==> src/rtl/tvsg_pkg.sv <==
package tvsg_pkg;

  typedef enum logic [1:0] {
    MODE_WRITE = 2'd0,
    MODE_READ  = 2'd1,
    MODE_TICK  = 2'd2,
    MODE_MIX   = 2'd3
  } tvsg_mode_e;

  localparam int unsigned NUM_CH = 3;

  // register map
  localparam logic [3:0] REG_TONE_BASE  = 4'd0;
  localparam logic [3:0] REG_NOISE_PER  = 4'd6;
  localparam logic [3:0] REG_MIXER      = 4'd7;
  localparam logic [3:0] REG_VOL_BASE   = 4'd8;
  localparam logic [3:0] REG_ENV_FINE   = 4'd11;
  localparam logic [3:0] REG_ENV_COARSE = 4'd12;
  localparam logic [3:0] REG_ENV_SHAPE  = 4'd13;
  localparam logic [3:0] REG_PORT_A     = 4'd14;
  localparam logic [3:0] REG_PORT_B     = 4'd15;

  localparam logic [7:0] PORT_READ_VAL = 8'hFF;

  typedef struct packed {
    logic        tick;
    logic        per_we;
    logic [15:0] per;
  } tvsg_tone_ctl_t;

  typedef struct packed {
    logic        tick;
    logic        per_we;
    logic [15:0] per;
    logic        shape_we;
    logic [3:0]  shape;
  } tvsg_env_ctl_t;

  // a period of zero is stored as one
  function automatic logic [15:0] fix_period(input logic [15:0] p);
    return (p == 16'd0) ? 16'd1 : p;
  endfunction

endpackage

==> src/rtl/tvsg_tone.sv <==
module tvsg_tone (
  input  logic                     clk_i,
  input  logic                     rst_ni,
  input  tvsg_pkg::tvsg_tone_ctl_t ctl_i,
  output logic                     level_o
);
  import tvsg_pkg::*;

  logic [15:0] period_q;
  logic [19:0] count_q;
  logic        level_q;
  logic [19:0] cnt_inc;
  logic        fire;

  assign cnt_inc = count_q + 20'd1;
  assign fire    = cnt_inc >= {period_q, 4'b0000};
  assign level_o = level_q;

  always_ff @(posedge clk_i or negedge rst_ni) begin
    if (!rst_ni) begin
      period_q <= '0;
      count_q  <= '0;
      level_q  <= 1'b1;
    end else if (ctl_i.per_we) begin
      period_q <= ctl_i.per;
    end else if (ctl_i.tick && (period_q != 16'd0)) begin
      if (fire) begin
        count_q <= '0;
        level_q <= ~level_q;
      end else begin
        count_q <= cnt_inc;
      end
    end
  end

endmodule

==> src/rtl/tvsg_noise.sv <==
module tvsg_noise (
  input  logic       clk_i,
  input  logic       rst_ni,
  input  logic       tick_i,
  input  logic       per_we_i,
  input  logic [4:0] per_i,
  output logic       level_o
);
  import tvsg_pkg::*;

  logic [4:0]  period_q;
  logic [8:0]  count_q;
  logic [16:0] shift_q;
  logic        level_q;
  logic [8:0]  cnt_inc;
  logic        fire;
  logic        fb;

  assign cnt_inc = count_q + 9'd1;
  assign fire    = cnt_inc >= {period_q, 4'b0000};
  assign fb      = shift_q[0] ^ shift_q[3];
  assign level_o = level_q;

  always_ff @(posedge clk_i or negedge rst_ni) begin
    if (!rst_ni) begin
      period_q <= '0;
      count_q  <= '0;
      shift_q  <= 17'd1;
      level_q  <= 1'b1;
    end else if (per_we_i) begin
      period_q <= (per_i == 5'd0) ? 5'd1 : per_i;
    end else if (tick_i && (period_q != 5'd0)) begin
      if (fire) begin
        count_q <= '0;
        level_q <= shift_q[0];
        shift_q <= {fb, shift_q[16:1]};
      end else begin
        count_q <= cnt_inc;
      end
    end
  end

endmodule

==> src/rtl/tvsg_env.sv <==
module tvsg_env (
  input  logic                    clk_i,
  input  logic                    rst_ni,
  input  tvsg_pkg::tvsg_env_ctl_t ctl_i,
  output logic [4:0]              level_o
);
  import tvsg_pkg::*;

  logic [15:0] period_q;
  logic [19:0] count_q;
  logic [3:0]  shape_q;
  logic [4:0]  step_q;
  logic        holding_q;
  logic        running_q;
  logic [19:0] cnt_inc;
  logic        fire;

  // shape bits: 3 continue, 2 attack, 1 alternate, 0 hold
  assign cnt_inc = count_q + 20'd1;
  assign fire    = cnt_inc >= {period_q, 4'b0000};

  always_comb begin
    if (!running_q) begin
      level_o = 5'd0;
    end else if (holding_q) begin
      level_o = (shape_q[0] && (shape_q[2] ^ shape_q[1])) ? 5'd31 : 5'd0;
    end else begin
      level_o = shape_q[2] ? step_q : ~step_q;
    end
  end

  always_ff @(posedge clk_i or negedge rst_ni) begin
    if (!rst_ni) begin
      period_q  <= '0;
      count_q   <= '0;
      shape_q   <= '0;
      step_q    <= '0;
      holding_q <= 1'b0;
      running_q <= 1'b0;
    end else if (ctl_i.per_we) begin
      period_q <= ctl_i.per;
    end else if (ctl_i.shape_we) begin
      shape_q   <= ctl_i.shape;
      step_q    <= '0;
      count_q   <= '0;
      holding_q <= 1'b0;
      running_q <= 1'b1;
    end else if (ctl_i.tick && running_q && (period_q != 16'd0)) begin
      if (fire) begin
        count_q <= '0;
        if (!holding_q) begin
          if (step_q != 5'd31) begin
            step_q <= step_q + 5'd1;
          end else begin
            step_q <= '0;
            // end of ramp: stop, hold, turn around, or restart the ramp
            if (!shape_q[3] || shape_q[0]) begin
              holding_q <= 1'b1;
            end else if (shape_q[1]) begin
              shape_q[2] <= ~shape_q[2];
            end
          end
        end
      end else begin
        count_q <= cnt_inc;
      end
    end
  end

endmodule

==> src/rtl/tvsg_mix.sv <==
module tvsg_mix #(
  parameter int unsigned FULL_SCALE = 8000
) (
  input  logic                                   en_i,
  input  logic [5:0]                             mixer_i,
  input  logic [tvsg_pkg::NUM_CH-1:0][4:0]       vol_i,
  input  logic [tvsg_pkg::NUM_CH-1:0]            tone_i,
  input  logic                                   noise_i,
  input  logic [4:0]                             env_lvl_i,
  input  logic signed [15:0]                     sample_i,
  output logic signed [15:0]                     sample_o
);
  import tvsg_pkg::*;

  localparam int unsigned VolSteps = 15;
  // floor(x * DivRecip / 2^18) == x / 3 for every sum below 2^17
  localparam logic [16:0] DivRecip = 17'd87382;

  typedef logic [15:0][14:0] vol_tbl_t;

  function automatic vol_tbl_t build_tbl();
    vol_tbl_t t;
    for (int i = 0; i < 16; i++) begin
      t[i] = 15'((FULL_SCALE * i) / VolSteps);
    end
    return t;
  endfunction

  localparam vol_tbl_t VolTbl = build_tbl();

  logic [NUM_CH-1:0][14:0] amp;
  logic [16:0]             sum;
  logic [33:0]             prod;
  logic [14:0]             quot;
  logic signed [17:0]      wide;

  always_comb begin
    for (int ch = 0; ch < NUM_CH; ch++) begin
      logic [3:0] vol;
      logic       on;
      vol = vol_i[ch][4] ? env_lvl_i[4:1] : vol_i[ch][3:0];
      on  = (mixer_i[ch] | tone_i[ch]) & (mixer_i[ch+3] | noise_i);
      amp[ch] = on ? VolTbl[vol] : 15'd0;
    end
  end

  assign sum  = 17'(amp[0]) + 17'(amp[1]) + 17'(amp[2]);
  assign prod = 34'(sum) * 34'(DivRecip);
  assign quot = prod[32:18];
  assign wide = 18'(sample_i) + $signed({3'b000, quot});

  always_comb begin
    if (!en_i) begin
      sample_o = sample_i;
    end else if (wide[17:15] == 3'b000 || wide[17:15] == 3'b111) begin
      sample_o = wide[15:0];
    end else if (wide[17]) begin
      sample_o = 16'sh8000;
    end else begin
      sample_o = 16'sh7FFF;
    end
  end

endmodule

==> src/rtl/three_voice_tone_noise_sound_gen.sv <==
// path: single input register, then result register, which loads when the output is free
// throughput: one item per cycle while the output side is free, set by the register pair
// every item, tick or mix included, is resolved in one pass through the datapath
// reset: asynchronous, clears regs_q, counters and handshake state; generator enabled
module three_voice_tone_noise_sound_gen #(
  parameter int unsigned FULL_SCALE = 8000
) (
  input  logic               clk_i,
  input  logic               rst_ni,
  input  logic               cfg_we_i,
  input  logic               cfg_wdata_i,
  input  logic               in_valid_i,
  output logic               in_ready_o,
  input  logic [1:0]         mode_i,
  input  logic [3:0]         reg_addr_i,
  input  logic [7:0]         write_data_i,
  input  logic signed [15:0] in_sample_i,
  output logic               out_valid_o,
  input  logic               out_ready_i,
  output logic [7:0]         read_data_o,
  output logic signed [15:0] out_sample_o
);
  import tvsg_pkg::*;

  logic               gen_en_q;
  logic               in_vld_q;
  tvsg_mode_e         mode_q;
  logic [3:0]         addr_q;
  logic [7:0]         data_q;
  logic signed [15:0] sample_q;
  logic               out_vld_q;
  logic [7:0]         rd_q, rd_d;
  logic signed [15:0] smp_q, smp_d;
  logic [7:0]         regs_q [16];

  logic advance;
  logic op_wr;
  logic op_tick;

  tvsg_tone_ctl_t          tone_ctl [NUM_CH];
  tvsg_env_ctl_t           env_ctl;
  logic [NUM_CH-1:0]       tone_lvl;
  logic [NUM_CH-1:0][4:0]  vol_regs;
  logic                    noise_lvl;
  logic [4:0]              env_lvl;
  logic signed [15:0]      mix_smp;

  assign advance    = in_vld_q && (!out_vld_q || out_ready_i);
  assign in_ready_o = !in_vld_q || advance;
  assign op_wr      = advance && (mode_q == MODE_WRITE);
  assign op_tick    = advance && (mode_q == MODE_TICK);

  always_ff @(posedge clk_i or negedge rst_ni) begin
    if (!rst_ni) begin
      gen_en_q <= 1'b1;
    end else if (cfg_we_i) begin
      gen_en_q <= cfg_wdata_i;
    end
  end

  always_ff @(posedge clk_i or negedge rst_ni) begin
    if (!rst_ni) begin
      in_vld_q <= 1'b0;
    end else if (in_ready_o) begin
      in_vld_q <= in_valid_i;
    end
  end

  always_ff @(posedge clk_i) begin
    if (in_ready_o && in_valid_i) begin
      mode_q   <= tvsg_mode_e'(mode_i);
      addr_q   <= reg_addr_i;
      data_q   <= write_data_i;
      sample_q <= in_sample_i;
    end
  end

  always_ff @(posedge clk_i or negedge rst_ni) begin
    if (!rst_ni) begin
      for (int i = 0; i < 16; i++) begin
        regs_q[i] <= '0;
      end
    end else if (op_wr) begin
      regs_q[addr_q] <= data_q;
    end
  end

  // period writes combine the new byte with its stored partner
  for (genvar ch = 0; ch < NUM_CH; ch++) begin : g_tone
    localparam logic [3:0] FineReg   = REG_TONE_BASE + 4'(2 * ch);
    localparam logic [3:0] CoarseReg = FineReg + 4'd1;

    assign tone_ctl[ch].tick   = op_tick;
    assign tone_ctl[ch].per_we = op_wr && (addr_q == FineReg || addr_q == CoarseReg);
    assign tone_ctl[ch].per    = fix_period((addr_q == FineReg) ?
                                            {regs_q[CoarseReg], data_q} :
                                            {data_q, regs_q[FineReg]});
    assign vol_regs[ch]        = regs_q[REG_VOL_BASE + 4'(ch)][4:0];

    tvsg_tone u_tone (
      .clk_i   (clk_i),
      .rst_ni  (rst_ni),
      .ctl_i   (tone_ctl[ch]),
      .level_o (tone_lvl[ch])
    );
  end

  tvsg_noise u_noise (
    .clk_i    (clk_i),
    .rst_ni   (rst_ni),
    .tick_i   (op_tick),
    .per_we_i (op_wr && (addr_q == REG_NOISE_PER)),
    .per_i    (data_q[4:0]),
    .level_o  (noise_lvl)
  );

  assign env_ctl.tick     = op_tick;
  assign env_ctl.per_we   = op_wr && (addr_q == REG_ENV_FINE || addr_q == REG_ENV_COARSE);
  assign env_ctl.per      = fix_period((addr_q == REG_ENV_FINE) ?
                                       {regs_q[REG_ENV_COARSE], data_q} :
                                       {data_q, regs_q[REG_ENV_FINE]});
  assign env_ctl.shape_we = op_wr && (addr_q == REG_ENV_SHAPE);
  assign env_ctl.shape    = data_q[3:0];

  tvsg_env u_env (
    .clk_i   (clk_i),
    .rst_ni  (rst_ni),
    .ctl_i   (env_ctl),
    .level_o (env_lvl)
  );

  tvsg_mix #(
    .FULL_SCALE (FULL_SCALE)
  ) u_mix (
    .en_i      (gen_en_q),
    .mixer_i   (regs_q[REG_MIXER][5:0]),
    .vol_i     (vol_regs),
    .tone_i    (tone_lvl),
    .noise_i   (noise_lvl),
    .env_lvl_i (env_lvl),
    .sample_i  (sample_q),
    .sample_o  (mix_smp)
  );

  always_comb begin
    rd_d  = '0;
    smp_d = '0;
    if (mode_q == MODE_READ) begin
      rd_d = (addr_q == REG_PORT_A || addr_q == REG_PORT_B) ? PORT_READ_VAL : regs_q[addr_q];
    end
    if (mode_q == MODE_MIX) begin
      smp_d = mix_smp;
    end
  end

  always_ff @(posedge clk_i or negedge rst_ni) begin
    if (!rst_ni) begin
      out_vld_q <= 1'b0;
    end else if (advance) begin
      out_vld_q <= 1'b1;
    end else if (out_ready_i) begin
      out_vld_q <= 1'b0;
    end
  end

  always_ff @(posedge clk_i) begin
    if (advance) begin
      rd_q  <= rd_d;
      smp_q <= smp_d;
    end
  end

  assign out_valid_o  = out_vld_q;
  assign read_data_o  = rd_q;
  assign out_sample_o = smp_q;

endmodule

==> config.mk <==
export PLATFORM = sky130hd
export DESIGN_NAME = three_voice_tone_noise_sound_gen
export DESIGN_NICKNAME = d
export VERILOG_FILES = /design/src/rtl/tvsg_pkg.sv /design/src/rtl/tvsg_tone.sv /design/src/rtl/tvsg_noise.sv /design/src/rtl/tvsg_env.sv /design/src/rtl/tvsg_mix.sv /design/src/rtl/three_voice_tone_noise_sound_gen.sv
export SDC_FILE = /design/constraint.sdc
export NUM_CORES = 1
export LEC_CHECK = 0
export BUFFER_PORTS_ARGS = -buffer_cell sky130_fd_sc_hd__buf_2
export CORE_MARGIN = 2
export CORE_UTILIZATION = 45
export CTS_CLUSTER_DIAMETER = 40
export CTS_CLUSTER_SIZE = 10
export DETAILED_ROUTE_END_ITERATION = 12
export GPL_ROUTABILITY_DRIVEN = 0
export GPL_TIMING_DRIVEN = 0
export SYNTH_ARGS = -nofsm -noshare
export SYNTH_HDL_FRONTEND = slang
export SYNTH_SLANG_ARGS = --single-unit
==> constraint.sdc <==
create_clock -name clk_i -period 10.1 [get_ports clk_i]
set_clock_uncertainty 0.1 [all_clocks]
set_input_delay 0.505 -clock clk_i [delete_from_list [all_inputs] [get_ports clk_i]]
set_output_delay 0.505 -clock clk_i [all_outputs]
set_load 0.02 [all_outputs]
Yosys cells after proc, flatten, opt, wreduce, memory -nomap -nowiden
Memories as Yosys holds them, arrays and structs flattened.
Cells that the tools add are included.
{"block": "classes", "n_addsub": 9, "n_mul": 1, "magnitude_cmp": 10, "eq_ne": 19, "mux": 59, "n_bitwise": 22, "n_reduce_logical": 60}
{"operator": "2-to-1 mux 16 bit", "n": 11}
{"operator": "bitwise mux 128 bit", "n": 1}
{"operator": "2-to-1 mux 20 bit", "n": 6}
{"operator": "2-to-1 mux 15 bit", "n": 6}
{"operator": "adder 20 x 1 -> 20 bit, second input constant", "n": 4}
{"operator": "greater-or-equal comparator 20 bit", "n": 4}
{"operator": "zero test 16 bit", "n": 4}
{"operator": "nonzero test 16 bit", "n": 4}
{"operator": "2-to-1 mux 5 bit", "n": 10}
{"operator": "binary-select mux 8 bit (select 4 bit)", "n": 1}
{"operator": "demux 8 bit (select 4 bit)", "n": 1}
{"operator": "multiplier 17 x 16 -> 32 bit, second input constant", "n": 1}
{"operator": "2-to-1 mux 8 bit", "n": 4}
{"operator": "== test 4 bit, second input constant", "n": 5}
{"operator": "logical AND 1 bit", "n": 18}
{"operator": "adder 16 x 16 -> 17 bit", "n": 1}
{"operator": "adder 17 x 15 -> 17 bit", "n": 1}
{"operator": "adder 15 x 15 -> 16 bit", "n": 1}
{"operator": "less-than comparator 4 x 5 -> 1 bit, second input constant", "n": 3}
{"operator": "2-to-1 mux 1 bit", "n": 15}
{"operator": "AND reduction 3 bit", "n": 5}
{"operator": "== test 4 x 3 -> 1 bit, second input constant", "n": 3}
{"operator": "2-to-1 mux 4 bit", "n": 3}
{"operator": "AND reduction 2 bit", "n": 6}
{"operator": "29 further kinds", "n": 62}
{"block": "word_totals", "ff_bits": 375, "romBits": 720, "input_bits": 36, "out_inout_bits": 26, "word_cells": 228, "memories": 3}
{"name": "(no name shown)", "depth": 16, "width": 15, "rd": 1, "rd_clocked_by_memory_dff": 0, "write_ports": 0, "line": "tvsg_mix.sv:43", "source": "amp[ch] = on ? VolTbl[vol] : 15'd0;"}
{"name": "(no name shown)", "depth": 16, "width": 15, "rd": 1, "rd_clocked_by_memory_dff": 0, "write_ports": 0, "line": "tvsg_mix.sv:43"}
{"name": "(no name shown)", "depth": 16, "width": 15, "rd": 1, "rd_clocked_by_memory_dff": 0, "write_ports": 0, "line": "tvsg_mix.sv:43"}

Logic depth before layout (Yosys ltp)
Gate-level depths: netlist of run 1.
{"block": "logic_depth", "ltp_word": 17, "mapped_depth": 50, "ltp_nobuf": 50}

Modules after synthesis
Synthesis of run 1 repeated with hierarchy kept, for this count alone.
{"block": "unflattened", "hier_cells": 2628, "area_unflattened_um2": 26905.8}
{"module": "three_voice_tone_noise_sound_gen", "instances": 1, "cells_each": 587, "area_per_inst_um2": 8386.8, "seq_area_each_um2": 4500.6}
{"module": "tvsg_mix", "instances": 1, "cells_each": 774, "area_per_inst_um2": 6676.4, "seq_area_each_um2": 0.0}
{"module": "tvsg_env", "instances": 1, "cells_each": 325, "area_per_inst_um2": 2972.9, "seq_area_each_um2": 1176.1}
{"module": "tvsg_tone at g_tone[1].u_tone", "instances": 1, "cells_each": 280, "area_per_inst_um2": 2526.2, "seq_area_each_um2": 927.1}
{"module": "tvsg_tone at g_tone[0].u_tone", "instances": 1, "cells_each": 275, "area_per_inst_um2": 2387.3, "seq_area_each_um2": 927.1}
{"module": "tvsg_tone at g_tone[2].u_tone", "instances": 1, "cells_each": 253, "area_per_inst_um2": 2379.8, "seq_area_each_um2": 927.1}
{"module": "tvsg_noise", "instances": 1, "cells_each": 134, "area_per_inst_um2": 1576.5, "seq_area_each_um2": 803.3}

Worst setup path after synthesis of run 1
Ideal clock, no wire load.
{"block": "synth_path", "path_kind": "register to register", "startpoint": "register u_env.holding_q", "endpoint": "register smp_q[14], in the netlist out_sample_o[14] (data pin)", "setup_ns": 0.141, "arrival_ns": 10.249, "t_required_ns": 9.859, "path_slack_ns": -0.390, "stages_incl_launch_ff": 46, "path_buffers": 0, "synth_period_minus_slack_ns": 10.490, "cell_sequence": "dfrtp_1 -> and3_1 -> o31ai_1 -> a31oi_1 -> mux2i_1 -> nor2b_1 -> a22oi_1 -> a21oi_1 -> ha_1 -> inv_1 -> fa_1 -> inv_1 -> fa_1 -> a21o_1 -> a31oi_1 -> o21ai_0 -> a211oi_1 -> o21bai_1 -> [... 10 more ...] -> fa_1 -> inv_1 -> ha_1 -> nand2_1 -> a21oi_1 -> nand4_1 -> o211a_1 -> o221a_2 -> nor3_1 -> a211oi_1 -> ha_1 -> o21ai_0 -> o21a_1 -> nor3_1 -> or2_2 -> o311a_1 -> maj3_2 -> a21oi_2"}
{"block": "synth_between", "elab_chain_cells": 14, "word_cells_on_any_way": 24, "classes_between": "add/sub: 3; mul: 1; eq/ne: 1; mux: 14; reduce/logical: 2; memory: 3"}
{"element": "from (decl)", "line": "tvsg_env.sv:13", "source": "logic holding_q;"}
{"element": "from (signal assigned)", "line": "tvsg_env.sv:38", "source": "holding_q <= 1'b0;"}
{"element": "from (signal assigned)", "line": "tvsg_env.sv:46", "source": "holding_q <= 1'b0;"}
{"element": "from (signal assigned)", "line": "tvsg_env.sv:58", "source": "holding_q <= 1'b1;"}
{"element": "2-to-1 mux 5 bit (*)", "line": "tvsg_env.sv:25", "source": "end else if (holding_q) begin"}
{"element": "2-to-1 mux 5 bit (*)", "line": "tvsg_env.sv:23", "source": "if (!running_q) begin"}
{"element": "2-to-1 mux 4 bit", "line": "tvsg_mix.sv:41", "source": "vol = vol_i[ch][4] ? env_lvl_i[4:1] : vol_i[ch][3:0];"}
{"element": "memory read (16 x 15 bit)"}
{"element": "2-to-1 mux 15 bit (implied by the code)", "line": "tvsg_mix.sv:43"}
{"element": "2-to-1 mux 15 bit", "line": "tvsg_mix.sv:43"}
{"element": "adder 15 x 15 -> 16 bit", "line": "tvsg_mix.sv:47", "source": "assign sum = 17'(amp[0]) + 17'(amp[1]) + 17'(amp[2]);"}
{"element": "adder 17 x 15 -> 17 bit (*)", "line": "tvsg_mix.sv:47"}
{"element": "multiplier 17 x 16 -> 32 bit (*)", "line": "tvsg_mix.sv:48", "source": "assign prod = 34'(sum) * 34'(DivRecip);"}
{"element": "adder 16 x 16 -> 17 bit (*)", "line": "tvsg_mix.sv:50", "source": "assign wide = 18'(sample_i) + $signed({3'b000, quot});"}
{"element": "== test 3 bit / zero test 3 bit (equally long branches)", "line": "tvsg_mix.sv:55", "source": "end else if (wide[17:15] == 3'b000 || wide[17:15] == 3'b111) begin"}
{"element": "logical OR 1 bit", "line": "tvsg_mix.sv:55"}
{"element": "2-to-1 mux 16 bit (*)", "line": "tvsg_mix.sv:55"}
{"element": "2-to-1 mux 16 bit (*)", "line": "tvsg_mix.sv:53", "source": "if (!en_i) begin"}
{"element": "to (signal assigned)", "line": "three_voice_tone_noise_sound_gen.sv:169", "source": "smp_q <= smp_d;"}
{"element": "to (decl)", "line": "three_voice_tone_noise_sound_gen.sv:33", "source": "logic signed [15:0] smp_q, smp_d;"}
Mark *: on every way between the ends. The rest lies on a longest branch, timed or not. The select of a mux whose other input is x is not followed.
A chain may end at the register's enable or synchronous reset.

Worst setup path after layout of run 1
Same ends and word-level chain as after synthesis.

==> impl_results.md, run 1 <==
- Status: finished, violations left
- Failing checks: negative setup slack
- Xor and xnor area share after synthesis: between 4 and 5%
- Vias in the first global route: between 20000 and 25000
- Post-synthesis simple-gate area fraction: approximately an eighth
- Initial Util: a little under half
- Worst-path clk slew: 50 ps
- Core ar.: about 57000 µm²
- # port buffers: 61
- Crit path kind: flop to flop
- Iteration-0 DRC Markers: 1344
- Aggregate global-route resource usage: 23.6%
- First-pass GRT wire length: 113000 µm
- Largest net degree at the start of global routing: 83
- CP max stage cell: fa_1
- Via density: 5.66
- Reg2reg end: out_sample_o[14]
- Syn_nets: about 3000
- Min Tclk post-route: between 10000 and 15000 ps
- Required @ worst endpoint: 10450 ps
- EDFF count, synth: 54
- Dpl cells: about 3400
- Cts bufs inserted: between 50 and 60
- Fin cells: around 3700
- DIE WIDTH: about 240 µm
- Fillers: between 4000 and 5000
- Via count: about 21000
- Syn Inst Count: between 2000 and 3000
- Synthesis-to-finish area growth: 23.4%
- Post-Syn Area: about 26000 µm²
- Power Dens Cells: 163 nW/µm²
- Ys async rst share: a little over four fifths
- Hold path startpoint: cfg_wdata_i
- Max Root-Sink Buffers: 3
- Max-Slew Margin vs Limit: 7.65%
- Worst VDD drop: approximately 0.00016 V
- Avg Inst Size Synth: about 10 µm²
- Post-layout util: a little under three fifths
- Total global routing overflow: 0
- Sink Count: roughly 360
- Final period util: 104%
- Clock tree root driver cell: clkbuf_16
- YS warnings: 0
- Compound-Gate Fraction of Synth Area: a little over an eighth
- Initial antenna violation count: 0
- RSZ-0062 raised after global routing: yes
- H-tree Lvls: 2
- Worst slew pin tran: 1390 ps
- Maxcap violations: 0
- CTS tree: built
- Dpl hpwl: roughly 51000 µm
- Total Wirelength: just over 70000 µm
- Adder-Cell Fraction of Synth Area: between 10% and 20%
- Yosys reg bits: ~360
- Synth unique cells: 85
- Largest fanout on the critical path: 8
- CP peak stage delay: between 500 and 600 ps
- Post-synthesis sequential area ratio: a little over a third
- FF-to-FF path depth: between 40 and 50
- Nets: about 3200
- Worst Setup Start Kind: flop
- Hold_ws: ~35 ps
- Combinational family with the most area after synthesis: adder cells
- Row cnt: 88
- Post-synthesis mux area share: roughly 11%
- R2R Setup Slk: -440 ps
- Hold Path Depth: 3
- Final Hold Fails: 0
- Fin. max-slew vios: 0
- DR pass1 iterations: 7
- Worst skew pair latency: approximately 600 ps
- Placed Instance Area: approximately 28000 µm²
- LEAKAGE: 15.0 nW
- Top_reg_cell synth: dfrtp_1
- CP most frequent cell: ha_4
- Residual DRC count: 0
- # IOs: 62
- Hold path endpoint: gen_en_q
- Die Height: 245 µm
- Final setup margin: -436 ps
- Buffers & Inverters on Critical Path: 6
- Top delay family on crit path: adder cells
- Final Instance Area: around 32000 µm²
- Worst hold path class: primary input to flop
- Reg-to-Reg Start: u_env.holding_q
- WL/cell: 19.5 µm
- Highest clock rate: roughly 0.095 GHz
- Die area: roughly 60000 µm²
- Tot Pwr: around 5.3 mW
- Arr. time, crit path: 10880 ps
- Share of layout cells above drive strength 1: a little under a quarter
- Post-route ant nets: 0
- Crit end category: flop
- Final setup fails: 16
-- cells in the mapped netlist (4+ instances only) --
master	n	area [µm²]
clkbuf_1	66	248
edfxtp_1	54	1620
o21bai_1	9	67.6
and2_1	6	37.5
nand4_1	25	156
nor3_2	4	40.0
a22oi_1	7	52.6
and3b_1	4	35.0
dfrtp_1	299	7480
a221o_1	4	40.0
and3_1	37	231
a21o_1	33	248
buf_1	7	26.3
nand2b_1	22	138
or4_1	7	52.6
mux2i_1	75	751
a211oi_1	27	203
a21oi_1	133	666
mux4_2	24	541
xor2_1	52	455
o211ai_1	15	113
o22ai_1	14	87.6
nor4_1	31	194
inv_1	250	938
a31oi_1	44	275
a211o_1	4	35.0
and4_1	8	70.1
o31ai_1	13	97.6
a22o_1	37	324
nand3_1	61	305
a21boi_0	5	37.5
buf_2	22	110
xnor2_1	70	613
mux2_2	141	1590
nor2_1	136	510
nor3_1	36	180
fa_1	79	1580
o21a_1	10	75.1
buf_4	4	30.0
dfstp_2	6	158
o21ai_0	145	726
or3_1	7	43.8
ha_1	256	3200
nor2b_1	44	275
nand2_1	214	803
-- per-layer routing --
metal | share of wire, % | track usage [%]
met2 | 47 | 38.7
met3 | 4.8 | 3.41
met1 | 44 | 31.6
met5 | 0 | 0
met4 | 3.8 | 9.27
-- final cells by class --
type / instances / area (µm²) / area share, %
timing repair buffer: 200 / 1550 / 4.82
antenna: 1 / 2.50 / 0.00779
tap: 765 / 957 / 2.98
clock inverter: 32 / 329 / 1.02
sequential: 359 / 9260 / 28.8
inverter: 250 / 938 / 2.92
clock buffer: 77 / 1600 / 4.96
multi-input combinational: 1895 / 17100 / 53.2
buffer: 97 / 415 / 1.29
-- timing repair --
action,in CTS,in global routing
hold endpoints to repair,104,0
gates resized for setup,156,107
buffers inserted,67,39
setup endpoints to repair,16,16
pin swaps,79,72
hold buffers,32,0
cloned,1,0
-- worst max-delay path by stage --
stage | startpoint | end | slack [ps] | cells past startpoint
4_1_cts | u_env.holding_q | out_sample_o[14] | -420 | 47
6_report | u_env.holding_q | out_sample_o[14] | -440 | 44
5_1_grt | u_env.holding_q | out_sample_o[14] | -830 | 45
2_1_floorplan | u_env.holding_q | out_sample_o[14] | 0.4 | 44
3_5_place_dp | u_env.holding_q | out_sample_o[4] | -1610 | 42
3_3_place_gp | u_env.shape_q[0] | out_sample_o[3] | -1370 | 44
-- cell families (layout without fill, tap and decap cells) --
logic type               count (synthesis)  count (layout)
buffers and inverters                  351             656
XOR/XNOR                               123             123
AO/OA/AOI/OAI                          535             535
AND/OR/NAND/NOR                        660             661
flip-flops                             359             359
adder cells (fa/ha/maj)                336             336
multiplexers                           240             240
other                                    0               1
-- tightest hold or removal path, cell delays in order --
cell and delay, ps:
buf_2 80, nand2_1 30, o21ai_0 70
-- sequential cells by signal (all words and copies together), names as in the netlist, 8 cells and up --
signal,cells
data_q,8
g_tone.u_tone.count_q,60
g_tone.u_tone.period_q,48
out_sample_o,16
read_data_o,8
regs_q,112
sample_q,16
u_env.count_q,20
u_env.period_q,16
u_noise.count_q,9
u_noise.shift_q,17
-- power by group --
part | internal [mW] | total, mW | leakage [nW] | switching (mW)
Combinational | 0.641 | 1.42 | 9.49 | 0.776
Clock | 1.22 | 1.95 | 0.922 | 0.735
Sequential | 1.66 | 1.88 | 4.58 | 0.220
-- through the flow --
stage                     TNS [ps]  setup slack, ps
after global placement      -20870            -1370
after detailed placement    -24490            -1610
final                        -5630             -436
after global routing        -11930             -829
after CTS                    -5670             -425
after floorplan                  0            0.414
-- layout by cell type, fill, tap and decap left out, types with 21 or more instances in the layout --
master         instances
nand3_1               57
inv_1                229
a211oi_1              23
nor3_1                27
o21ai_0              123
a22o_1                37
a21oi_1              110
nor2b_1               38
fa_1                  74
nand4_1               25
xnor2_1               57
nand2_1              206
dlygate4sd3_1         32
inv_2                 21
clkbuf_1              78
nand2b_1              22
ha_1                 206
dfrtp_1              297
buf_2                 82
mux2i_1               67
nor4_1                31
edfxtp_1              54
mux4_2                24
clkbuf_16             60
xor2_1                45
nor2_1               135
ha_4                  39
a31oi_1               33
mux2_2               139
a21o_1                33
buf_4                 99
and3_1                36
(Power assumes the default switching activity.)
==> run 2: changes to the inputs <==
- CORE_ASPECT_RATIO: default -> 0.75
==> impl_results.md, run 2 (synthesis results as in run 1) <==
- Status: finished, violations left
- Failing checks: negative setup slack
- Maxcap violations: 0 (unchanged)
- Share of layout cells above drive strength 1: 22.8% (-1.1 points)
- Hold Path Depth: 1 (-2)
- Synthesis-to-finish area growth: 22.6%
- Biggest register: regs_q
- Aggregate global-route resource usage: 25.0% (+1.3 points)
- Worst Setup Start Kind: flop
- Largest regs: regs_q: 112 flops, g_tone.u_tone.count_q: 60 flops, g_tone.u_tone.period_q: 48 flops
- Total Wirelength: 73900 µm (+3.3%)
- Max Root-Sink Buffers: 3 (unchanged)
- Total global routing overflow: 0 (unchanged)
- Reg2reg end: out_sample_o[3]
- Power Dens Cells: 170 nW/µm² (+4.1%)
- FF-to-FF path depth: 47 (+6.8%)
- Iteration-0 DRC Markers: 1776 (+32%)
- DIE WIDTH: 282 µm (+15%)
- R2R Setup Slk: -640 ps (-210 ps)
- Hold path startpoint: write_data_i[3]
- Row cnt: 76 (-14%)
- LEAKAGE: 15.0 nW (-0.26%)
- Seq pwr share: 34.7% (-1.1 points)
- Core ar.: 57300 µm² (-0.24%)
- Initial antenna violation count: 5 (+5)
- Worst-path clk slew: 60 ps (about the same)
- Logic pwr share: 25.4% (-1.6 points)
- RSZ-0062 raised after global routing: yes
- Crit path kind: flop to flop
- Arr. time, crit path: 10970 ps (+90 ps)
- Sink Count: 359 (unchanged)
- Clock share of power: 39.9% (+2.7 points)
- Final setup margin: -644 ps (-208 ps)
- Largest fanout on the critical path: 8 (unchanged)
- Fillers: 4922 (+0.41%)
- Worst VDD drop: 0.000110 V (-32%)
- CTS tree: built
- Clock tree root driver cell: clkbuf_16
- Max-Slew Margin vs Limit: 22.7% (+15 points)
- Final setup fails: 16 (unchanged)
- Most common cell after layout, fill and taps aside: dfrtp_1
- Hold path endpoint: data_q[3]
- Placed Instance Area: 27600 µm² (about the same)
- WL/cell: 20.1 µm (+3.2%)
- Max reg flops: 112 (unchanged)
- Reg-to-Reg Start: u_env.holding_q
- Residual DRC count: 0 (unchanged)
- CP peak stage delay: 550 ps (about the same)
- CP most frequent cell: inv_2
- Final Hold Fails: 0 (unchanged)
- Setup WS pre-CTS: -2020 ps (-413 ps)
- Final Instance Area: 31900 µm² (-0.67%)
- Largest net degree at the start of global routing: 113 (+36%)
- Highest clock rate: 0.0931 GHz (-1.9%)
- Dpl hpwl: 53400 µm (+3.8%)
- Die Height: 212 µm (-13%)
- H-tree Lvls: 2 (unchanged)
- Via count: 21100 (+1.3%)
- Worst slew pin tran: 1160 ps (-227 ps)
- Sw Share: 32.7% (-0.29 points)
- Fin. max-slew vios: 0 (unchanged)
- # IOs: 62 (unchanged)
- Fin cells: 3677 (+0.027%)
- Min Tclk post-route: 10740 ps (+208 ps)
- NetSw: 1.77 mW (+2.5%)
- First-pass GRT wire length: 117000 µm (+3.4%)
- CP max stage cell: fa_1
- Post-route ant nets: 0 (unchanged)
- DR pass1 iterations: 5 (-2)
- Via density: 5.73 (+1.2%)
- Initial Util: 45.4% (+0.11 points)
- Crit end category: flop
- Worst skew pair latency: 620 ps (+20 ps)
- Cell-internal power: 3.66 mW (+3.8%)
- Dpl cells: 3447 (+0.41%)
- # port buffers: 61 (unchanged)
- Cts bufs inserted: 60 (+3.4%)
- Vias in the first global route: 21100 (+0.20%)
- Final period util: 106% (+2.1 points)
- Worst hold path class: primary input to flop
- Required @ worst endpoint: 10330 ps (-120 ps)
- Commonest cells after routing, fill and taps aside: 296 x dfrtp_1, 232 x inv_1, 215 x ha_1
- Nets: 3217 (-0.46%)
- Die area: 59800 µm² (about the same)
==> run 2: cell count changes in the layout (fill, tap and decap cells not counted), moves of 4 or more <==
cell       previous run  this run
a21oi_1             110       114
a21oi_4               9         4
buf_4                99        83
bufinv_16             4        10
clkbuf_1             78        71
clkinv_4              9         3
ha_1                206       215
ha_4                 39        31
nand2_1             206       210
nand2_2               7         3
nor3_2               10         6
o21ai_0             123       127
==> run 2: final cells by class <==
class                   count  area, µm²  area share (%)
well taps                 780        976            3.06
multi-input cells        1895      16800            52.7
clock inverters            39        515            1.61
flip-flops and latches    359       9270            29.0
repair buffers            182       1380            4.33
inverters                 250        938            2.94
clock buffers              71       1610            5.03
diodes                      3       7.51          0.0235
plain buffers              98        419            1.31
==> run 2: worst max path at each step <==
stage | end | cells past startpoint | slack (ps) | start
after floorplan | out_sample_o[14] | 44 | 0.4 | u_env.holding_q
after global placement | out_sample_o[3] | 44 | -1730 | u_env.holding_q
after detailed placement | out_sample_o[3] | 44 | -2020 | u_env.holding_q
after CTS | out_sample_o[1] | 46 | -630 | u_env.holding_q
after global routing | out_sample_o[3] | 45 | -990 | u_env.shape_q[1]
final | out_sample_o[3] | 47 | -640 | u_env.holding_q
==> run 2: power groups by stage <==
stage                     sequential (mW)  combinational, mW  clock (mW)
final                                1.89               1.38        2.17
after global routing                 1.91               1.54        2.27
after CTS                            1.87               1.32        2.20
after detailed placement             1.89               1.18           0
after global placement               1.88               1.15           0
after floorplan                      1.81              0.866           0
==> run 2: worst max-delay path: cells and delay by family (launching register included) <==
family | cells | cell delay (ps)
and+or+nand+nor | 9 | 1220
adders and majority gates | 12 | 4420
muxes | 1 | 330
buffers and inverters | 7 | 410
AOI/OAI and AO/OA | 18 | 3490
DFF | 1 | 470
==> run 2: per-stage QoR <==
step	utilization, %	hold slack [ps]	total power, mW	TNS (ps)
4_1_cts	54.7	13.7	5.39	-9360
2_1_floorplan	-	109	2.68	0
3_3_place_gp	48.1	355	3.04	-24990
3_5_place_dp	48.2	365	3.07	-29660
6_report	55.7	50.3	5.43	-9230
5_1_grt	55.7	49.7	5.71	-14520
==> run 2: what timing repair did <==
action,in CTS,in global routing
setup endpoints to repair,16,16
resized for setup,143,71
cloned,1,0
hold buffers,33,0
setup buffers,59,27
pin swaps,114,92
endpoints found under the hold margin,124,0
==> run 2: layer usage <==
layer  global-route usage, %  vias up  routed length [µm]
met5                       0        -                  13
met4                    7.21        2                1670
met3                    6.47      131                6380
met2                    36.4      762               31700
met1                    36.4    10400               34200
li1                        -     9779                   -
